File: config.mk
export PLATFORM = sky130hd
export DESIGN_NAME = h264_length_prefix_to_start_code_flat
export DESIGN_NICKNAME = d
export VERILOG_FILES = /design/src/rtl/h264lpsc_pkg.sv /design/src/rtl/h264lpsc_in_if.sv /design/src/rtl/h264lpsc_out_if.sv /design/src/rtl/h264lpsc_parse.sv /design/src/rtl/h264lpsc_emit.sv /design/src/rtl/h264_length_prefix_to_start_code.sv /design/src/flat_wrapper.sv
export VERILOG_INCLUDE_DIRS = /design/src /design/src/rtl
export SDC_FILE = /design/constraint.sdc
export NUM_CORES = 1
export LEC_CHECK = 0
export ABC_AREA = 1
export BUFFER_PORTS_ARGS = -buffer_cell sky130_fd_sc_hd__buf_2
export CORE_MARGIN = 5
export CORE_UTILIZATION = 40
export CTS_BUF_LIST = sky130_fd_sc_hd__clkbuf_8
export DETAILED_ROUTE_END_ITERATION = 8
export PLACE_DENSITY_LB_ADDON = 0.15
export RECOVER_POWER = 50
export SLEW_MARGIN = 20
export SYNTH_ARGS = -nofsm -noshare
export SYNTH_HDL_FRONTEND = slang
export SYNTH_SLANG_ARGS = --single-unit
export TNS_END_PERCENT = 10
File: constraint.sdc
create_clock -name i_clk -period 10.8 [get_ports i_clk]
set_input_delay 2.16 -clock i_clk [delete_from_list [all_inputs] [get_ports i_clk]]
set_output_delay 2.16 -clock i_clk [all_outputs]
set_load 0.01 [all_outputs]
File: src/rtl/h264_length_prefix_to_start_code_macros.svh
// Assertion macros shared by the conversion block
`ifndef H264_LENGTH_PREFIX_TO_START_CODE_MACROS_SVH
`define H264_LENGTH_PREFIX_TO_START_CODE_MACROS_SVH

`ifndef NO_ASSERTIONS

// same-cycle implication
`define H264LPSC_ASSERT_IMP(lbl, clk, rst_n, ante, cons) \
    lbl: assert property (@(posedge clk) disable iff (!rst_n) (ante) |-> (cons)) \
        else $error("%m: implication check failed");

// next-cycle implication
`define H264LPSC_ASSERT_NXT(lbl, clk, rst_n, ante, cons) \
    lbl: assert property (@(posedge clk) disable iff (!rst_n) (ante) |=> (cons)) \
        else $error("%m: next-cycle check failed");

`else

`define H264LPSC_ASSERT_IMP(lbl, clk, rst_n, ante, cons)
`define H264LPSC_ASSERT_NXT(lbl, clk, rst_n, ante, cons)

`endif

`endif

File: src/rtl/h264lpsc_pkg.sv
`timescale 1ns / 1ps

package h264lpsc_pkg;

    localparam int FRAME_W   = 24;   // frame size and position width
    localparam int ACC_W     = 32;   // length accumulator width
    localparam int APB_DW    = 32;
    localparam int PADDR_W   = 3;
    localparam int LEN_SZ_W  = 3;

    localparam logic [LEN_SZ_W-1:0] NAL_LEN_SIZE_RST = 3'd4;
    localparam logic [PADDR_W-3:0]  REG_NAL_LEN_SIZE = 1'b0;

    localparam logic [4:0] NAL_TYPE_NON_IDR = 5'd1;
    localparam logic [4:0] NAL_TYPE_IDR     = 5'd5;

    typedef enum logic [1:0] {
        PH_LEN   = 2'd0,
        PH_PAY   = 2'd1,
        PH_TRAIL = 2'd2
    } t_phase;

    // one entry to the output serialiser: a single byte, a 4-byte start code, or an end-of-frame status with no byte
    typedef struct packed {
        logic       four;
        logic [7:0] data;
        logic       bv;
        logic       fe;
        logic       key;
        logic       trunc;
    } t_bundle;

    // register values outside 1..4 saturate
    function automatic logic [LEN_SZ_W-1:0] eff_len(input logic [LEN_SZ_W-1:0] v);
        logic [LEN_SZ_W-1:0] r;
        case (v)
            3'd0: begin
                r = 3'd1;
            end
            3'd1, 3'd2, 3'd3, 3'd4: begin
                r = v;
            end
            default: begin
                r = 3'd4;
            end
        endcase
        return r;
    endfunction

endpackage

File: src/rtl/h264lpsc_in_if.sv
`timescale 1ns / 1ps

interface h264lpsc_in_if;
    logic                             valid;
    logic                             ready;
    logic [7:0]                       data_byte;
    logic [h264lpsc_pkg::FRAME_W-1:0] frame_size;

    modport source (output valid, output data_byte, output frame_size, input ready);
    modport sink   (input valid, input data_byte, input frame_size, output ready);
endinterface

File: src/rtl/h264lpsc_out_if.sv
`timescale 1ns / 1ps

interface h264lpsc_out_if;
    logic       valid;
    logic       ready;
    logic [7:0] out_byte;
    logic       byte_valid;
    logic       run_last;
    logic       frame_end;
    logic       key_frame;
    logic       truncated;

    modport source (output valid, output out_byte, output byte_valid, output run_last,
                    output frame_end, output key_frame, output truncated, input ready);
    modport sink   (input valid, input out_byte, input byte_valid, input run_last,
                    input frame_end, input key_frame, input truncated, output ready);
endinterface

File: src/rtl/h264lpsc_parse.sv
`timescale 1ns / 1ps
`include "h264_length_prefix_to_start_code_macros.svh"

module h264lpsc_parse (
    input  logic                                i_clk,
    input  logic                                i_rst_n,
    input  logic [h264lpsc_pkg::LEN_SZ_W-1:0]   i_len_size,
    h264lpsc_in_if.sink                         i_in,
    input  logic                                i_bnd_free,
    output logic                                o_bnd_load,
    output h264lpsc_pkg::t_bundle               o_bnd
);

    localparam int FW = h264lpsc_pkg::FRAME_W;
    localparam int AW = h264lpsc_pkg::ACC_W;

    // input register
    logic          r_in_valid;
    logic [7:0]    r_in_byte;
    logic [FW-1:0] r_in_fs;

    // per-frame state
    logic [FW-1:0]         r_pos,      n_pos;
    h264lpsc_pkg::t_phase  r_phase,    n_phase;
    logic [1:0]            r_len_idx,  n_len_idx;
    logic [AW-1:0]         r_accum,    n_accum;
    logic [FW-1:0]         r_pay_left, n_pay_left;
    logic [4:0]            r_ltype,    n_ltype;
    logic                  r_trunc,    n_trunc;
    logic                  r_pend,     n_pend;

    logic [h264lpsc_pkg::LEN_SZ_W-1:0] w_len;
    logic [FW:0]           w_p1;
    logic [FW:0]           w_pl_sum;
    logic [FW:0]           w_diff;
    logic [FW-1:0]         w_left;
    logic [AW-1:0]         w_accum_n;
    logic                  w_last;
    logic                  w_starts;
    logic                  w_final;
    logic                  w_over;
    logic                  w_wide;
    h264lpsc_pkg::t_phase  w_ph;
    logic                  w_emit_len;
    logic                  w_four;
    logic                  w_pass;
    logic                  w_has;
    logic                  w_produce;
    logic                  w_move;
    logic                  w_accept;

    h264lpsc_pkg::t_phase  upd_phase;
    logic [1:0]            upd_len_idx;
    logic [AW-1:0]         upd_accum;
    logic [FW-1:0]         upd_pay_left;
    logic [FW-1:0]         upd_pay_dec;
    logic [4:0]            upd_ltype;
    logic                  upd_trunc;
    logic                  upd_pend;

    assign w_len      = h264lpsc_pkg::eff_len(i_len_size);
    assign w_wide     = (w_len >= 3'd3);
    assign w_p1       = {1'b0, r_pos} + (FW+1)'(1);
    assign w_last     = (w_p1 >= {1'b0, r_in_fs});
    assign w_pl_sum   = {1'b0, r_pos} + {{(FW-2){1'b0}}, w_len};
    assign w_starts   = (w_pl_sum < {1'b0, r_in_fs});
    assign w_diff     = {1'b0, r_in_fs} - w_p1;
    assign w_left     = w_last ? '0 : w_diff[FW-1:0];
    assign w_accum_n  = {r_accum[AW-9:0], r_in_byte};
    assign w_final    = (({1'b0, r_len_idx} + 3'd1) >= w_len);
    assign w_over     = (w_accum_n > {{(AW-FW){1'b0}}, w_left});

    // past the last full length field, the rest of the frame is trailing
    assign w_ph = (r_phase == h264lpsc_pkg::PH_LEN && r_len_idx == 2'd0 && !w_starts)
                  ? h264lpsc_pkg::PH_TRAIL : r_phase;

    assign w_emit_len = (w_ph == h264lpsc_pkg::PH_LEN) && w_wide;
    assign w_four     = (w_ph == h264lpsc_pkg::PH_LEN) && w_final && !w_wide;
    assign w_pass     = (w_ph == h264lpsc_pkg::PH_PAY) ||
                        (w_ph == h264lpsc_pkg::PH_TRAIL && w_wide);
    assign w_has      = w_emit_len || w_four || w_pass;
    assign w_produce  = w_has || w_last;

    // items that give no result never wait for the serialiser
    assign w_move     = r_in_valid && (!w_produce || i_bnd_free);
    assign i_in.ready = !r_in_valid || w_move;
    assign w_accept   = i_in.valid && i_in.ready;
    assign o_bnd_load = w_move && w_produce;

    assign upd_pay_dec = (r_pay_left != '0) ? (r_pay_left - FW'(1)) : '0;

    // state after this byte, before end-of-frame clearing
    always_comb begin
        upd_phase    = w_ph;
        upd_len_idx  = r_len_idx;
        upd_accum    = r_accum;
        upd_pay_left = r_pay_left;
        upd_trunc    = r_trunc;
        upd_pend     = 1'b0;
        upd_ltype    = r_ltype;
        if (r_pend && r_ltype != h264lpsc_pkg::NAL_TYPE_NON_IDR &&
            r_ltype != h264lpsc_pkg::NAL_TYPE_IDR) begin
            upd_ltype = r_in_byte[4:0];
        end
        case (w_ph)
            h264lpsc_pkg::PH_LEN: begin
                if (w_final) begin
                    upd_len_idx = 2'd0;
                    upd_accum   = '0;
                    upd_pend    = 1'b1;
                    if (w_over) begin
                        upd_pay_left = w_left;
                        upd_trunc    = 1'b1;
                        upd_ltype    = h264lpsc_pkg::NAL_TYPE_NON_IDR;
                    end else begin
                        upd_pay_left = w_accum_n[FW-1:0];
                    end
                    upd_phase = (upd_pay_left != '0) ? h264lpsc_pkg::PH_PAY
                                                     : h264lpsc_pkg::PH_LEN;
                end else begin
                    upd_accum   = w_accum_n;
                    upd_len_idx = r_len_idx + 2'd1;
                end
            end
            h264lpsc_pkg::PH_PAY: begin
                upd_pay_left = upd_pay_dec;
                if (upd_pay_dec == '0) begin
                    upd_phase = h264lpsc_pkg::PH_LEN;
                end
            end
            default: begin
            end
        endcase
    end

    // next state
    always_comb begin
        n_pos      = r_pos;
        n_phase    = r_phase;
        n_len_idx  = r_len_idx;
        n_accum    = r_accum;
        n_pay_left = r_pay_left;
        n_ltype    = r_ltype;
        n_trunc    = r_trunc;
        n_pend     = r_pend;
        if (w_move) begin
            if (w_last) begin
                n_pos      = '0;
                n_phase    = h264lpsc_pkg::PH_LEN;
                n_len_idx  = 2'd0;
                n_accum    = '0;
                n_pay_left = '0;
                n_ltype    = '0;
                n_trunc    = 1'b0;
                n_pend     = 1'b0;
            end else begin
                n_pos      = w_p1[FW-1:0];
                n_phase    = upd_phase;
                n_len_idx  = upd_len_idx;
                n_accum    = upd_accum;
                n_pay_left = upd_pay_left;
                n_ltype    = upd_ltype;
                n_trunc    = upd_trunc;
                n_pend     = upd_pend;
            end
        end
    end

    // result bundle
    always_comb begin
        o_bnd.four  = w_four;
        o_bnd.bv    = w_has;
        o_bnd.fe    = w_last;
        o_bnd.key   = w_last && (upd_ltype == h264lpsc_pkg::NAL_TYPE_IDR);
        o_bnd.trunc = w_last && upd_trunc;
        if (w_emit_len) begin
            o_bnd.data = {7'd0, w_final};
        end else if (w_pass) begin
            o_bnd.data = r_in_byte;
        end else begin
            o_bnd.data = 8'd0;
        end
    end

    always_ff @(posedge i_clk) begin
        if (!i_rst_n) begin
            r_in_valid <= 1'b0;
            r_pos      <= '0;
            r_phase    <= h264lpsc_pkg::PH_LEN;
            r_len_idx  <= 2'd0;
            r_accum    <= '0;
            r_pay_left <= '0;
            r_ltype    <= '0;
            r_trunc    <= 1'b0;
            r_pend     <= 1'b0;
        end else begin
            if (w_accept) begin
                r_in_valid <= 1'b1;
            end else if (w_move) begin
                r_in_valid <= 1'b0;
            end
            r_pos      <= n_pos;
            r_phase    <= n_phase;
            r_len_idx  <= n_len_idx;
            r_accum    <= n_accum;
            r_pay_left <= n_pay_left;
            r_ltype    <= n_ltype;
            r_trunc    <= n_trunc;
            r_pend     <= n_pend;
        end
    end

    always_ff @(posedge i_clk) begin
        if (w_accept) begin
            r_in_byte <= i_in.data_byte;
            r_in_fs   <= i_in.frame_size;
        end
    end

    `H264LPSC_ASSERT_IMP(a_pay_nonzero, i_clk, i_rst_n, r_phase == h264lpsc_pkg::PH_PAY,
        r_pay_left != '0)
    `H264LPSC_ASSERT_NXT(a_frame_clear, i_clk, i_rst_n, w_move && w_last,
        r_pos == '0 && r_phase == h264lpsc_pkg::PH_LEN && !r_pend)

endmodule

File: src/rtl/h264lpsc_emit.sv
`timescale 1ns / 1ps
`include "h264_length_prefix_to_start_code_macros.svh"

module h264lpsc_emit (
    input  logic                    i_clk,
    input  logic                    i_rst_n,
    input  logic                    i_bnd_load,
    input  h264lpsc_pkg::t_bundle   i_bnd,
    output logic                    o_bnd_free,
    h264lpsc_out_if.source          o_out
);

    logic                  r_valid;
    h264lpsc_pkg::t_bundle r_bnd;
    logic [1:0]            r_idx;
    logic                  w_lastidx;
    logic                  w_take;

    // a start code runs over four requests, anything else is one
    assign w_lastidx  = !r_bnd.four || (r_idx == 2'd3);
    assign w_take     = r_valid && o_out.ready;
    assign o_bnd_free = !r_valid || (o_out.ready && w_lastidx);

    assign o_out.valid      = r_valid;
    assign o_out.out_byte   = r_bnd.four ? {7'd0, (r_idx == 2'd3)} : r_bnd.data;
    assign o_out.byte_valid = r_bnd.bv;
    assign o_out.run_last   = w_lastidx;
    assign o_out.frame_end  = r_bnd.fe && w_lastidx;
    assign o_out.key_frame  = r_bnd.key && w_lastidx;
    assign o_out.truncated  = r_bnd.trunc && w_lastidx;

    always_ff @(posedge i_clk) begin
        if (!i_rst_n) begin
            r_valid <= 1'b0;
            r_idx   <= 2'd0;
        end else begin
            if (i_bnd_load) begin
                r_valid <= 1'b1;
                r_idx   <= 2'd0;
            end else if (w_take) begin
                if (w_lastidx) begin
                    r_valid <= 1'b0;
                end else begin
                    r_idx <= r_idx + 2'd1;
                end
            end
        end
    end

    always_ff @(posedge i_clk) begin
        if (i_bnd_load) begin
            r_bnd <= i_bnd;
        end
    end

    `H264LPSC_ASSERT_IMP(a_idx_single, i_clk, i_rst_n, r_valid && !r_bnd.four, r_idx == 2'd0)
    `H264LPSC_ASSERT_IMP(a_status_only, i_clk, i_rst_n, o_out.valid && !o_out.byte_valid,
        o_out.frame_end && o_out.run_last && o_out.out_byte == 8'd0)

endmodule

File: src/rtl/h264_length_prefix_to_start_code.sv
`timescale 1ns / 1ps
// Each byte is held in the input register, then its result in the serialiser's bundle register.
// Throughput: one input byte per cycle while the output is ready and each byte gives at most
//   one result; a 00 00 00 01 start code insertion holds back input until all four bytes are taken.
// The output serialiser (one bundle of up to four results) sets the rate.
// Reset (synchronous, active low) clears all frame state and sets the
//   length size to 4; no clearing pass is needed.

module h264_length_prefix_to_start_code (
    input  logic                                 i_clk,
    input  logic                                 i_rst_n,
    h264lpsc_in_if.sink                          i_in,
    h264lpsc_out_if.source                       o_out,
    input  logic                                 psel,
    input  logic                                 penable,
    input  logic                                 pwrite,
    input  logic [h264lpsc_pkg::PADDR_W-1:0]     paddr,
    input  logic [h264lpsc_pkg::APB_DW-1:0]      pwdata,
    output logic [h264lpsc_pkg::APB_DW-1:0]      prdata,
    output logic                                 pready
);

    logic [h264lpsc_pkg::LEN_SZ_W-1:0] r_len_size;
    logic                              w_sel_len;
    logic                              w_bnd_free;
    logic                              w_bnd_load;
    h264lpsc_pkg::t_bundle             w_bnd;

    assign pready    = 1'b1;
    assign w_sel_len = (paddr[h264lpsc_pkg::PADDR_W-1:2] == h264lpsc_pkg::REG_NAL_LEN_SIZE);
    assign prdata    = w_sel_len
                       ? {{(h264lpsc_pkg::APB_DW-h264lpsc_pkg::LEN_SZ_W){1'b0}}, r_len_size}
                       : '0;

    always_ff @(posedge i_clk) begin
        if (!i_rst_n) begin
            r_len_size <= h264lpsc_pkg::NAL_LEN_SIZE_RST;
        end else if (psel && penable && pwrite && w_sel_len) begin
            r_len_size <= pwdata[h264lpsc_pkg::LEN_SZ_W-1:0];
        end
    end

    h264lpsc_parse u_parse (
        .i_clk      (i_clk),
        .i_rst_n    (i_rst_n),
        .i_len_size (r_len_size),
        .i_in       (i_in),
        .i_bnd_free (w_bnd_free),
        .o_bnd_load (w_bnd_load),
        .o_bnd      (w_bnd)
    );

    h264lpsc_emit u_emit (
        .i_clk      (i_clk),
        .i_rst_n    (i_rst_n),
        .i_bnd_load (w_bnd_load),
        .i_bnd      (w_bnd),
        .o_bnd_free (w_bnd_free),
        .o_out      (o_out)
    );

endmodule
File: src/flat_wrapper.sv
// flat-port wrapper written by rule: the top's interface ports become plain ports
module h264_length_prefix_to_start_code_flat 
  (i_clk, i_rst_n, psel, penable, pwrite, paddr, pwdata, prdata, pready, i_in_valid, i_in_data_byte, i_in_frame_size, i_in_ready, o_out_valid, o_out_out_byte, o_out_byte_valid, o_out_run_last, o_out_frame_end, o_out_key_frame, o_out_truncated, o_out_ready);
  h264lpsc_in_if i_in_i ();
  h264lpsc_out_if o_out_i ();
  input  logic i_clk;
  input  logic i_rst_n;
  input  logic psel;
  input  logic penable;
  input  logic pwrite;
  input  logic [h264lpsc_pkg::PADDR_W-1:0] paddr;
  input  logic [h264lpsc_pkg::APB_DW-1:0] pwdata;
  output logic [h264lpsc_pkg::APB_DW-1:0] prdata;
  output logic pready;
  input wire logic [$bits(i_in_i.valid)-1:0] i_in_valid;
  input wire logic [$bits(i_in_i.data_byte)-1:0] i_in_data_byte;
  input wire logic [$bits(i_in_i.frame_size)-1:0] i_in_frame_size;
  output wire logic [$bits(i_in_i.ready)-1:0] i_in_ready;
  output wire logic [$bits(o_out_i.valid)-1:0] o_out_valid;
  output wire logic [$bits(o_out_i.out_byte)-1:0] o_out_out_byte;
  output wire logic [$bits(o_out_i.byte_valid)-1:0] o_out_byte_valid;
  output wire logic [$bits(o_out_i.run_last)-1:0] o_out_run_last;
  output wire logic [$bits(o_out_i.frame_end)-1:0] o_out_frame_end;
  output wire logic [$bits(o_out_i.key_frame)-1:0] o_out_key_frame;
  output wire logic [$bits(o_out_i.truncated)-1:0] o_out_truncated;
  input wire logic [$bits(o_out_i.ready)-1:0] o_out_ready;
  assign i_in_i.valid = i_in_valid;
  assign i_in_i.data_byte = i_in_data_byte;
  assign i_in_i.frame_size = i_in_frame_size;
  assign i_in_ready = i_in_i.ready;
  assign o_out_valid = o_out_i.valid;
  assign o_out_out_byte = o_out_i.out_byte;
  assign o_out_byte_valid = o_out_i.byte_valid;
  assign o_out_run_last = o_out_i.run_last;
  assign o_out_frame_end = o_out_i.frame_end;
  assign o_out_key_frame = o_out_i.key_frame;
  assign o_out_truncated = o_out_i.truncated;
  assign o_out_i.ready = o_out_ready;
  h264_length_prefix_to_start_code u_core (.i_clk(i_clk), .i_rst_n(i_rst_n), .i_in(i_in_i), .o_out(o_out_i), .psel(psel), .penable(penable), .pwrite(pwrite), .paddr(paddr), .pwdata(pwdata), .prdata(prdata), .pready(pready));
endmodule
==> results.txt, run 1 <==
The flow ran to the end, but the final reports show violations. The final reports fail on max-capacitance violations, max-slew violations. The total power of the final layout came out at 1845 uW. The netlist area before placement is 11630 um^2. After detailed routing, the number of remaining DRC violations is 0. The leakage power total is 0.006324 uW. The tree is rooted in a sky130_fd_sc_hd__clkbuf_8. The x dimension of the die is around 180 um.

The row count came out at 62. The maximum vdd ir drop is approximately 0.074 mV. Setup repair after global routing left no endpoint under its margin. The final global-route overflow total is 0. In this run, CTS created clock tree buffers numbering 17. The final estimated routing congestion in global placement came out at about 0.91. The number of max-cap violations came out at 3. The count of different cell masters after synthesis came out at 53. The path class of the tightest hold or removal check is reg -> reg.

The routed wirelength normalized by instance count is 14.48 um. Across all hold checks on the routed design, the worst slack comes to 0.4851 ns. The library cell used most frequently in the layout, excluding fill and tap cells, is sky130_fd_sc_hd__nand2_1. The number of warnings printed during yosys synthesis came out at 0.

The synthesized netlist cell count came out at 1793. The detailed-placement wirelength estimate came out at between 20000 and 30000 um. The aggregate global-route resource usage is 19.69%. The final number of setup-violating endpoints is 0. The total vias in the final route is roughly 11k.

Once the clock tree was built, the resizer swapped 0 gates to a different size. The power per cell area came out at 148.5 nW/um^2. The total number of nets in the final design came out at 2013. After layout, the minimum clock period comes to 8.591 ns. In the layout the commonest cells are sky130_fd_sc_hd__nand2_1 (477), sky130_fd_sc_hd__inv_1 (274), sky130_fd_sc_hd__nor2_1 (252), sky130_fd_sc_hd__a21oi_1 (119), sky130_fd_sc_hd__ha_1 (106).

The I/O pin total came out at 122. For this block, the initial DRC count from the detailed router was 805. The core footprint is 28700 um^2.

Of the cells placed in the final design, the portion with a size suffix greater than 1 is 7.972%. The level count of the clock H-tree is 4. The worst setup path is captured at a primary output. The largest net degree at the start of global routing came out at 56. The initial standard-cell utilization of the core came out at 40.52%. The portion of the post-synthesis area used by sequential elements came out at between 20% and 30%. In this run the worst path has a maximum fanout of 47. The area growth from synthesis to final layout came out at 6.831%. In this run, post-CTS hold repair placed 0 buffers. The max-slew violation count came to 154. The worst slew slack as a fraction of its limit came out at -69.99%. The worst setup path is launched from a register. The register bit count reported by yosys is 135. The initial antenna violation count came out at 0. The post-detailed-route via-to-cell ratio is 4.864. The accumulated negative setup slack is 0 ns. The number of antenna diodes in the final layout is 0. The later-pin clock latency in the skew report is 0.50 ns. The share of the clock period used by the worst path is 79.54%. The overall die area came out at 32590 um^2. After clock tree synthesis, the clock-pin slew on the worst setup and hold paths is ~0.1 ns. The actual transition at the worst max-transition pin came out at 2.550 ns. The number of hold violations in the final report came to 0. The final core area utilization is a little over two fifths.

The number of post-CTS setup repair buffers came out at 0. The number of port buffers is 60. The worst setup path is of the reg -> out kind. The floorplan die height came out at ~180 um. The first-pass GRT wire length came out at 52650 um. Clock skew on the completed layout was measured at 0.02819 ns. The pre-antenna-repair detailed-routing pass consisted of 5 iterations. The count of antenna-violating nets left after detailed routing is 0.

The clock net in this run drives a total of 135 sinks. The data arrival time of the critical path is roughly 6.4 ns. The mean cell area of the mapped netlist is approximately 6.5 um^2. At the worst endpoint, the required time is 8.64 ns. The maximum clock frequency came out at 116.4 MHz. The routed design has approximately 32000 um of wire. The total of fill cells in the finished design is between 3k and 4k. The via count of the first global-routing pass is 10.29k. TritonCTS built the clock tree.

The maximum buffer depth of the clock tree is 2.
## power by group
part	internal, uW	total (uW)	switching (uW)
clock	206	438	232
combinational	258	814	556
sequential	563	593	29.7
total	1030	1840	818
## per-layer routing
| layer | routed length [um] | GRT usage, % | part of all wire, % | vias to the layer above |
|---|---|---|---|---|
| met1 | 15060 | 26.25 | 47 | 4870 |
| met3 | 1496 | 2.927 | 4.6 | 48 |
| met2 | 15050 | 33.15 | 47 | 257 |
| met5 | 0 | 0 | 0 | - |
| met4 | 661 | 5.838 | 2.0 | 0 |
| li1 | - | - | - | 5662 |
## worst paths after layout
| path | startpoint | endpoint | slack, ns | cells after the start |
|---|---|---|---|---|
| setup / recovery | u_core.u_parse.r_pos[0] | i_in_ready | 2.21 | 23 |
| hold / removal | u_core.u_parse.r_trunc | u_core.u_parse.r_trunc | 0.49 | 2 |
| setup reg to reg | u_core.u_parse.r_pos[0] | u_core.u_emit.o_out.valid | 2.60 | 28 |
| hold reg to reg | u_core.u_parse.r_trunc | u_core.u_parse.r_trunc | 0.49 | 2 |
## logic make-up (layout without fill, tap and decap cells)
logic type               count (synthesis)  count (layout)  share of synthesized area, %
other                                    2              30                       0.06457
buffers and inverters                  357             380                         13.07
AND/OR/NAND/NOR                        898             898                         32.45
XOR/XNOR                                58              58                         4.368
AO/OA/AOI/OAI                          234             234                         11.10
adder cells (fa/ha/maj)                108             108                         11.75
multiplexers                             1               1                       0.08607
flip-flops                             135             135                         27.11
## worst max-delay path, stage by stage (launching register included)
cell and delay, ns:
sky130_fd_sc_hd__dfxtp_1 0.46, sky130_fd_sc_hd__inv_1 0.12, sky130_fd_sc_hd__nor3_1 0.49, sky130_fd_sc_hd__nand3_1 0.22, sky130_fd_sc_hd__nor2_1 0.41, sky130_fd_sc_hd__inv_1 0.11, sky130_fd_sc_hd__nor3_1 0.33, sky130_fd_sc_hd__nand4_1 0.16
sky130_fd_sc_hd__xor2_1 0.39, sky130_fd_sc_hd__inv_1 0.09, sky130_fd_sc_hd__ha_1 0.43, sky130_fd_sc_hd__nand2_1 0.12, sky130_fd_sc_hd__nor2_1 0.11, sky130_fd_sc_hd__nand2_1 0.06, sky130_fd_sc_hd__nor2_1 0.09, sky130_fd_sc_hd__nand2_1 0.08
sky130_fd_sc_hd__nand3_1 0.09, sky130_fd_sc_hd__nor2_1 0.04, sky130_fd_sc_hd__nand2_1 0.68, sky130_fd_sc_hd__buf_4 0.58, sky130_fd_sc_hd__inv_1 0.23, sky130_fd_sc_hd__nand4_1 0.26, sky130_fd_sc_hd__nand3_1 0.17, sky130_fd_sc_hd__buf_2 0.19
## stage by stage
step | setup WS (ns) | std cells | area, um^2
6_report | 2.209 | 2228 | 12420
5_1_grt | 1.739 | 2228 | 12420
4_1_cts | 2.657 | 2228 | 12490
3_5_place_dp | 3.218 | 2196 | 12100
3_3_place_gp | 3.074 | 2195 | 12090
2_1_floorplan | 5.359 | 1821 | 11740
## synth_stat cells (all sizes together)
library cell | count | area, um^2
or2 | 7 | 43.79
xnor2 | 10 | 87.58
and2 | 3 | 20.02
conb | 2 | 7.510
dfxtp | 90 | 1802
nand3b | 7 | 52.55
ha | 106 | 1326
and3 | 1 | 6.260
fa | 2 | 40.04
buf | 49 | 360.3
nor3 | 32 | 176.4
o22ai | 1 | 6.260
nand3 | 60 | 335.3
inv | 282 | 1061
o21ai | 77 | 385.4
a22o | 2 | 17.52
nor4 | 4 | 25.02
a22oi | 1 | 7.510
xor2 | 48 | 420.4
clkbuf | 25 | 95.09
a31oi | 2 | 12.51
o21a | 1 | 7.510
o211ai | 4 | 30.03
clkinv | 1 | 3.750
nand4 | 26 | 168.9
o2111ai | 1 | 8.760
o21bai | 1 | 7.510
nor2 | 257 | 979.7
mux2i | 1 | 10.01
edfxtp | 45 | 1351
a21boi | 1 | 7.510
a21oi | 139 | 770.7
a21o | 4 | 30.03
nand2 | 501 | 1966
## registers in the layout (all words and copies together), names as in the netlist
register / cells
u_core.u_parse.r_pend: 1
u_core.u_parse.r_pos: 24
u_core.u_emit.o_out.byte_valid: 1
u_core.r_len_size: 3
u_core.u_parse.r_trunc: 1
u_core.u_emit.o_out.valid: 1
u_core.u_parse.r_ltype: 5
u_core.u_parse.r_in_fs: 24
u_core.u_parse.r_in_valid: 1
u_core.u_parse.r_pay_left: 24
u_core.u_emit.r_bnd: 12
u_core.u_emit.r_idx: 2
u_core.u_parse.r_in_byte: 8
u_core.u_parse.r_phase: 2
u_core.u_parse.r_len_idx: 2
u_core.u_parse.r_accum: 24
## cell type report
cell class	instances	area [um^2]	share of cell area [%]
Clock inverter	15	148.9	1.198
Multi-Input combinational cell	1329	7025	56.55
Inverter	283	1065	8.570
Tap cell	384	480.5	3.867
Sequential cell	135	3153	25.38
Timing Repair Buffer	65	317.8	2.558
Clock buffer	17	234.0	1.883
Note: power is estimated with default switching activity, not from simulation.
==> run 2, diff against run 1 <==
==> constraint.sdc (replaced) <==
create_clock -name i_clk -period 7.3 [get_ports i_clk]
set_input_delay 1.46 -clock i_clk [delete_from_list [all_inputs] [get_ports i_clk]]
set_output_delay 1.46 -clock i_clk [all_outputs]
set_load 0.01 [all_outputs]
==> results.txt, run 2 (same netlist as run 1, synthesis figures left out) <==
The clock-pin slew reported for the worst setup and hold paths after clock tree synthesis came to 0.07 ns (-0.03 ns). The final global-route overflow total came out at 0 (unchanged). The via count of the first global-routing pass is 10.41k (+1.1%). The initial antenna violation count came out at 0 (unchanged). Setup repair after global routing left no endpoint under its margin. The net load switching power came out at 1191 uW (+46%).

The proportion of power drawn by combinational gates is 43.3% (-0.8 points). The routed wirelength normalized by instance count came to 14.35 um (-0.94%). The max-slew violation count came out at 52 (-66%).

The count of antenna-violating nets left after detailed routing came out at 0 (unchanged). The tree is rooted in a sky130_fd_sc_hd__clkbuf_8. The detailed-placement wirelength estimate is 25430 um (+0.39%). The final instance area came to 12570 um^2 (+1.2%).

The initial standard-cell utilization of the core is 40.52% (unchanged). The actual transition at the worst max-transition pin is 2.575 ns (+0.02495 ns). The row count came to 62 (unchanged). The non-filler instance count after layout came to 2241 (+0.58%).

The share of the clock period used by the worst path came out at between 90% and 100%. The area growth from synthesis to final layout came out at 8.123%. The leakage power total is 0.006402 uW (+1.2%).

In this run the worst hold path is classified as reg -> reg. The power per cell area is 221.5 nW/um^2 (+49%). The level count of the clock H-tree came out at 4 (unchanged).

The post-detailed-route via-to-cell ratio is 4.824 (-0.82%). The number of resized instances in the post-cts repair step is 0 (unchanged). The sequential share of power came to 31.5% (-0.7 points). The number of max-cap violations came to 1 (-2). The worst setup skew after layout came out at 0.02009 ns (-0.008095 ns).

The kind of end point of the critical path is a primary output. The highest fanout seen on the critical path came out at 34 (-28%). The number of DRC markers in iteration 0 was 716 (-11%). The data required time of the critical path came to 5.84 ns (-2.80 ns). The largest net degree at the start of global routing is 55 (-1.8%).

The iteration count of the initial detailed-routing pass is 5 (unchanged). The hold-fix buffer count after cts came to 0 (unchanged). The number of inserted diodes came to 0 (unchanged). TritonCTS built the clock tree. The critical path goes through inv_1 -> nor3_1 -> buf_4 -> nand3_1 -> nor2_1 -> inv_1 -> nor3_1 -> nand4_1 -> xor2_1 -> inv_1 -> ha_1 -> nand2_1 -> nor2_1 -> nand2_1 -> nor2_1 -> nand2_1 -> nand3_1 -> nor2_1 -> nand2_2 -> inv_1 -> buf_4 -> nand4_1 -> nand3_1 -> buf_2.

The accumulated negative setup slack came out at 0 ns (unchanged). The worst setup path is launched from a register. In this run the critical register-to-register path is launched from u_core.u_parse.r_pos[0]. The post-detailed-route DRC marker count is 0 (unchanged). The largest incremental delay on the critical path was 0.50 ns (-0.18 ns).

The number of placed instances, taps included is 2209 (+0.59%). The overall die area came out at 32590 um^2 (unchanged). The critical path starts at u_core.u_parse.r_pos[0]. In the layout the commonest cells are sky130_fd_sc_hd__nand2_1 (476), sky130_fd_sc_hd__inv_1 (275), sky130_fd_sc_hd__nor2_1 (252), sky130_fd_sc_hd__a21oi_1 (119), sky130_fd_sc_hd__ha_1 (106). The floorplan die height is 180.5 um (unchanged). The first-pass GRT wire length is 52980 um (+0.63%). In this run the most critical hold path is launched from u_core.u_parse.r_ltype[2]. The internal power is 1595 uW (+55%). The number of hold violations in the final report came out at 0 (unchanged). The final core area utilization is 43.81% (+0.52 points). The cell area reported after detailed placement is 12200 um^2 (+0.77%). The type of the worst setup path is reg -> out. The run finished, with violations left. The checks that failed: max-capacitance violations, max-slew violations. The total clock buffers created by CTS came out at 17 (unchanged). The core footprint is 28700 um^2 (unchanged). The total vias in the final route is 10.81k (-0.24%). The number of post-CTS setup repair buffers is 0 (unchanged).

The final estimated routing congestion in global placement is 0.9081 (about the same). The tightest hold margin was 0.4707 ns (-0.01448 ns). The maximum buffer depth of the clock tree came out at 2 (unchanged).

The maximum clock frequency came out at 151.0 MHz. The number of port buffers is 60 (unchanged). The worst slew slack as a fraction of its limit came out at -71.66% (-1.7 points).

For this design, the slowest cell found on the critical path is sky130_fd_sc_hd__nand2_2. The aggregate global-route resource usage is 19.91% (+0.22 points). The x dimension of the die is 180.5 um (unchanged). The I/O pin total came to 122 (unchanged). The later-pin clock latency in the skew report is 0.49 ns (about the same). The CTS sink count came out at 135 (unchanged). Leaving out fill and tap cells, the most frequent cell in the layout is sky130_fd_sc_hd__nand2_1. The total wirelength of the detailed-routed design is 32150 um (-0.37%).

The data arrival time of the critical path came out at 5.16 ns (-1.27 ns). The layout cell share with drive strength beyond 1 is 8.616% (+0.64 points). The final number of setup-violating endpoints came out at 0 (unchanged).

The total number of nets in the final design came out at 2026 (+0.65%). The clock share of power was 25.2% (+1.5 points). The time the final worst path needs with I/O delays and setup came out at 6.621 ns. The fraction of power spent switching nets came out at 42.74% (-1.6 points). The maximum vdd ir drop is 0.1096 mV (+48%).
[run 2: cell count changes in the layout (fill, tap and decap cells not counted), moves of 2 or more]
cell	change
sky130_fd_sc_hd__buf_4	+11
sky130_fd_sc_hd__clkbuf_8	+4
sky130_fd_sc_hd__inv_4	-2
sky130_fd_sc_hd__inv_6	-2
[run 2: power groups by stage]
stage	logic (uW)	clock network [uW]	registers, uW
floorplan	905	0	881
global placement	1190	0	895
detailed placement	1200	0	895
CTS	1210	721	878
global route	1390	754	886
finish	1210	701	878
[run 2: metal layers]
layer / global-route usage (%) / share of wire [%] / vias to the layer above
met2: 33.22 / 46 / 258
met1: 26.28 / 47 / 4822
met4: 6.322 / 2.4 / 0
li1: - / - / 5680
met5: 0 / 0 / -
met3: 3.472 / 5.0 / 51
[run 2: final timing paths]
| path | endpoint | slack (ns) | cells past startpoint |
|---|---|---|---|
| setup / recovery | i_in_ready | 0.68 | 24 |
| hold / removal | u_core.u_parse.r_ltype[2] | 0.47 | 2 |
| setup reg to reg | u_core.u_parse.r_phase[0] | 0.79 | 42 |
| hold reg to reg | u_core.u_parse.r_ltype[2] | 0.47 | 2 |
[run 2: worst max-delay path: cells and delay by family, from the launching register on]
kind                       cells  cell delay (ns)
adders and majority gates      1             0.42
DFF                            1             0.43
xor gates and xnor gates       1             0.30
and+or+nand+nor               15             2.54
buffers and inverters          7             0.97
[run 2: cell type report]
| type | count | area (um^2) |
|---|---|---|
| fill | 3109 | 16130 |
| multi-input combinational | 1329 | 7041 |
| sequential | 135 | 3153 |
| inverter | 283 | 1065 |
| tap | 384 | 480.5 |
| timing repair buffer | 78 | 402.9 |
| clock buffer | 21 | 289.0 |
| clock inverter | 11 | 143.9 |
[run 2: metrics by stage]
step	worst slack (ns)	total power [uW]
final	0.6789	2786
after global placement	0.8444	2088
after CTS	0.7153	2809
after global routing	0.03882	3028
after detailed placement	0.8981	2099
after floorplan	2.200	1785
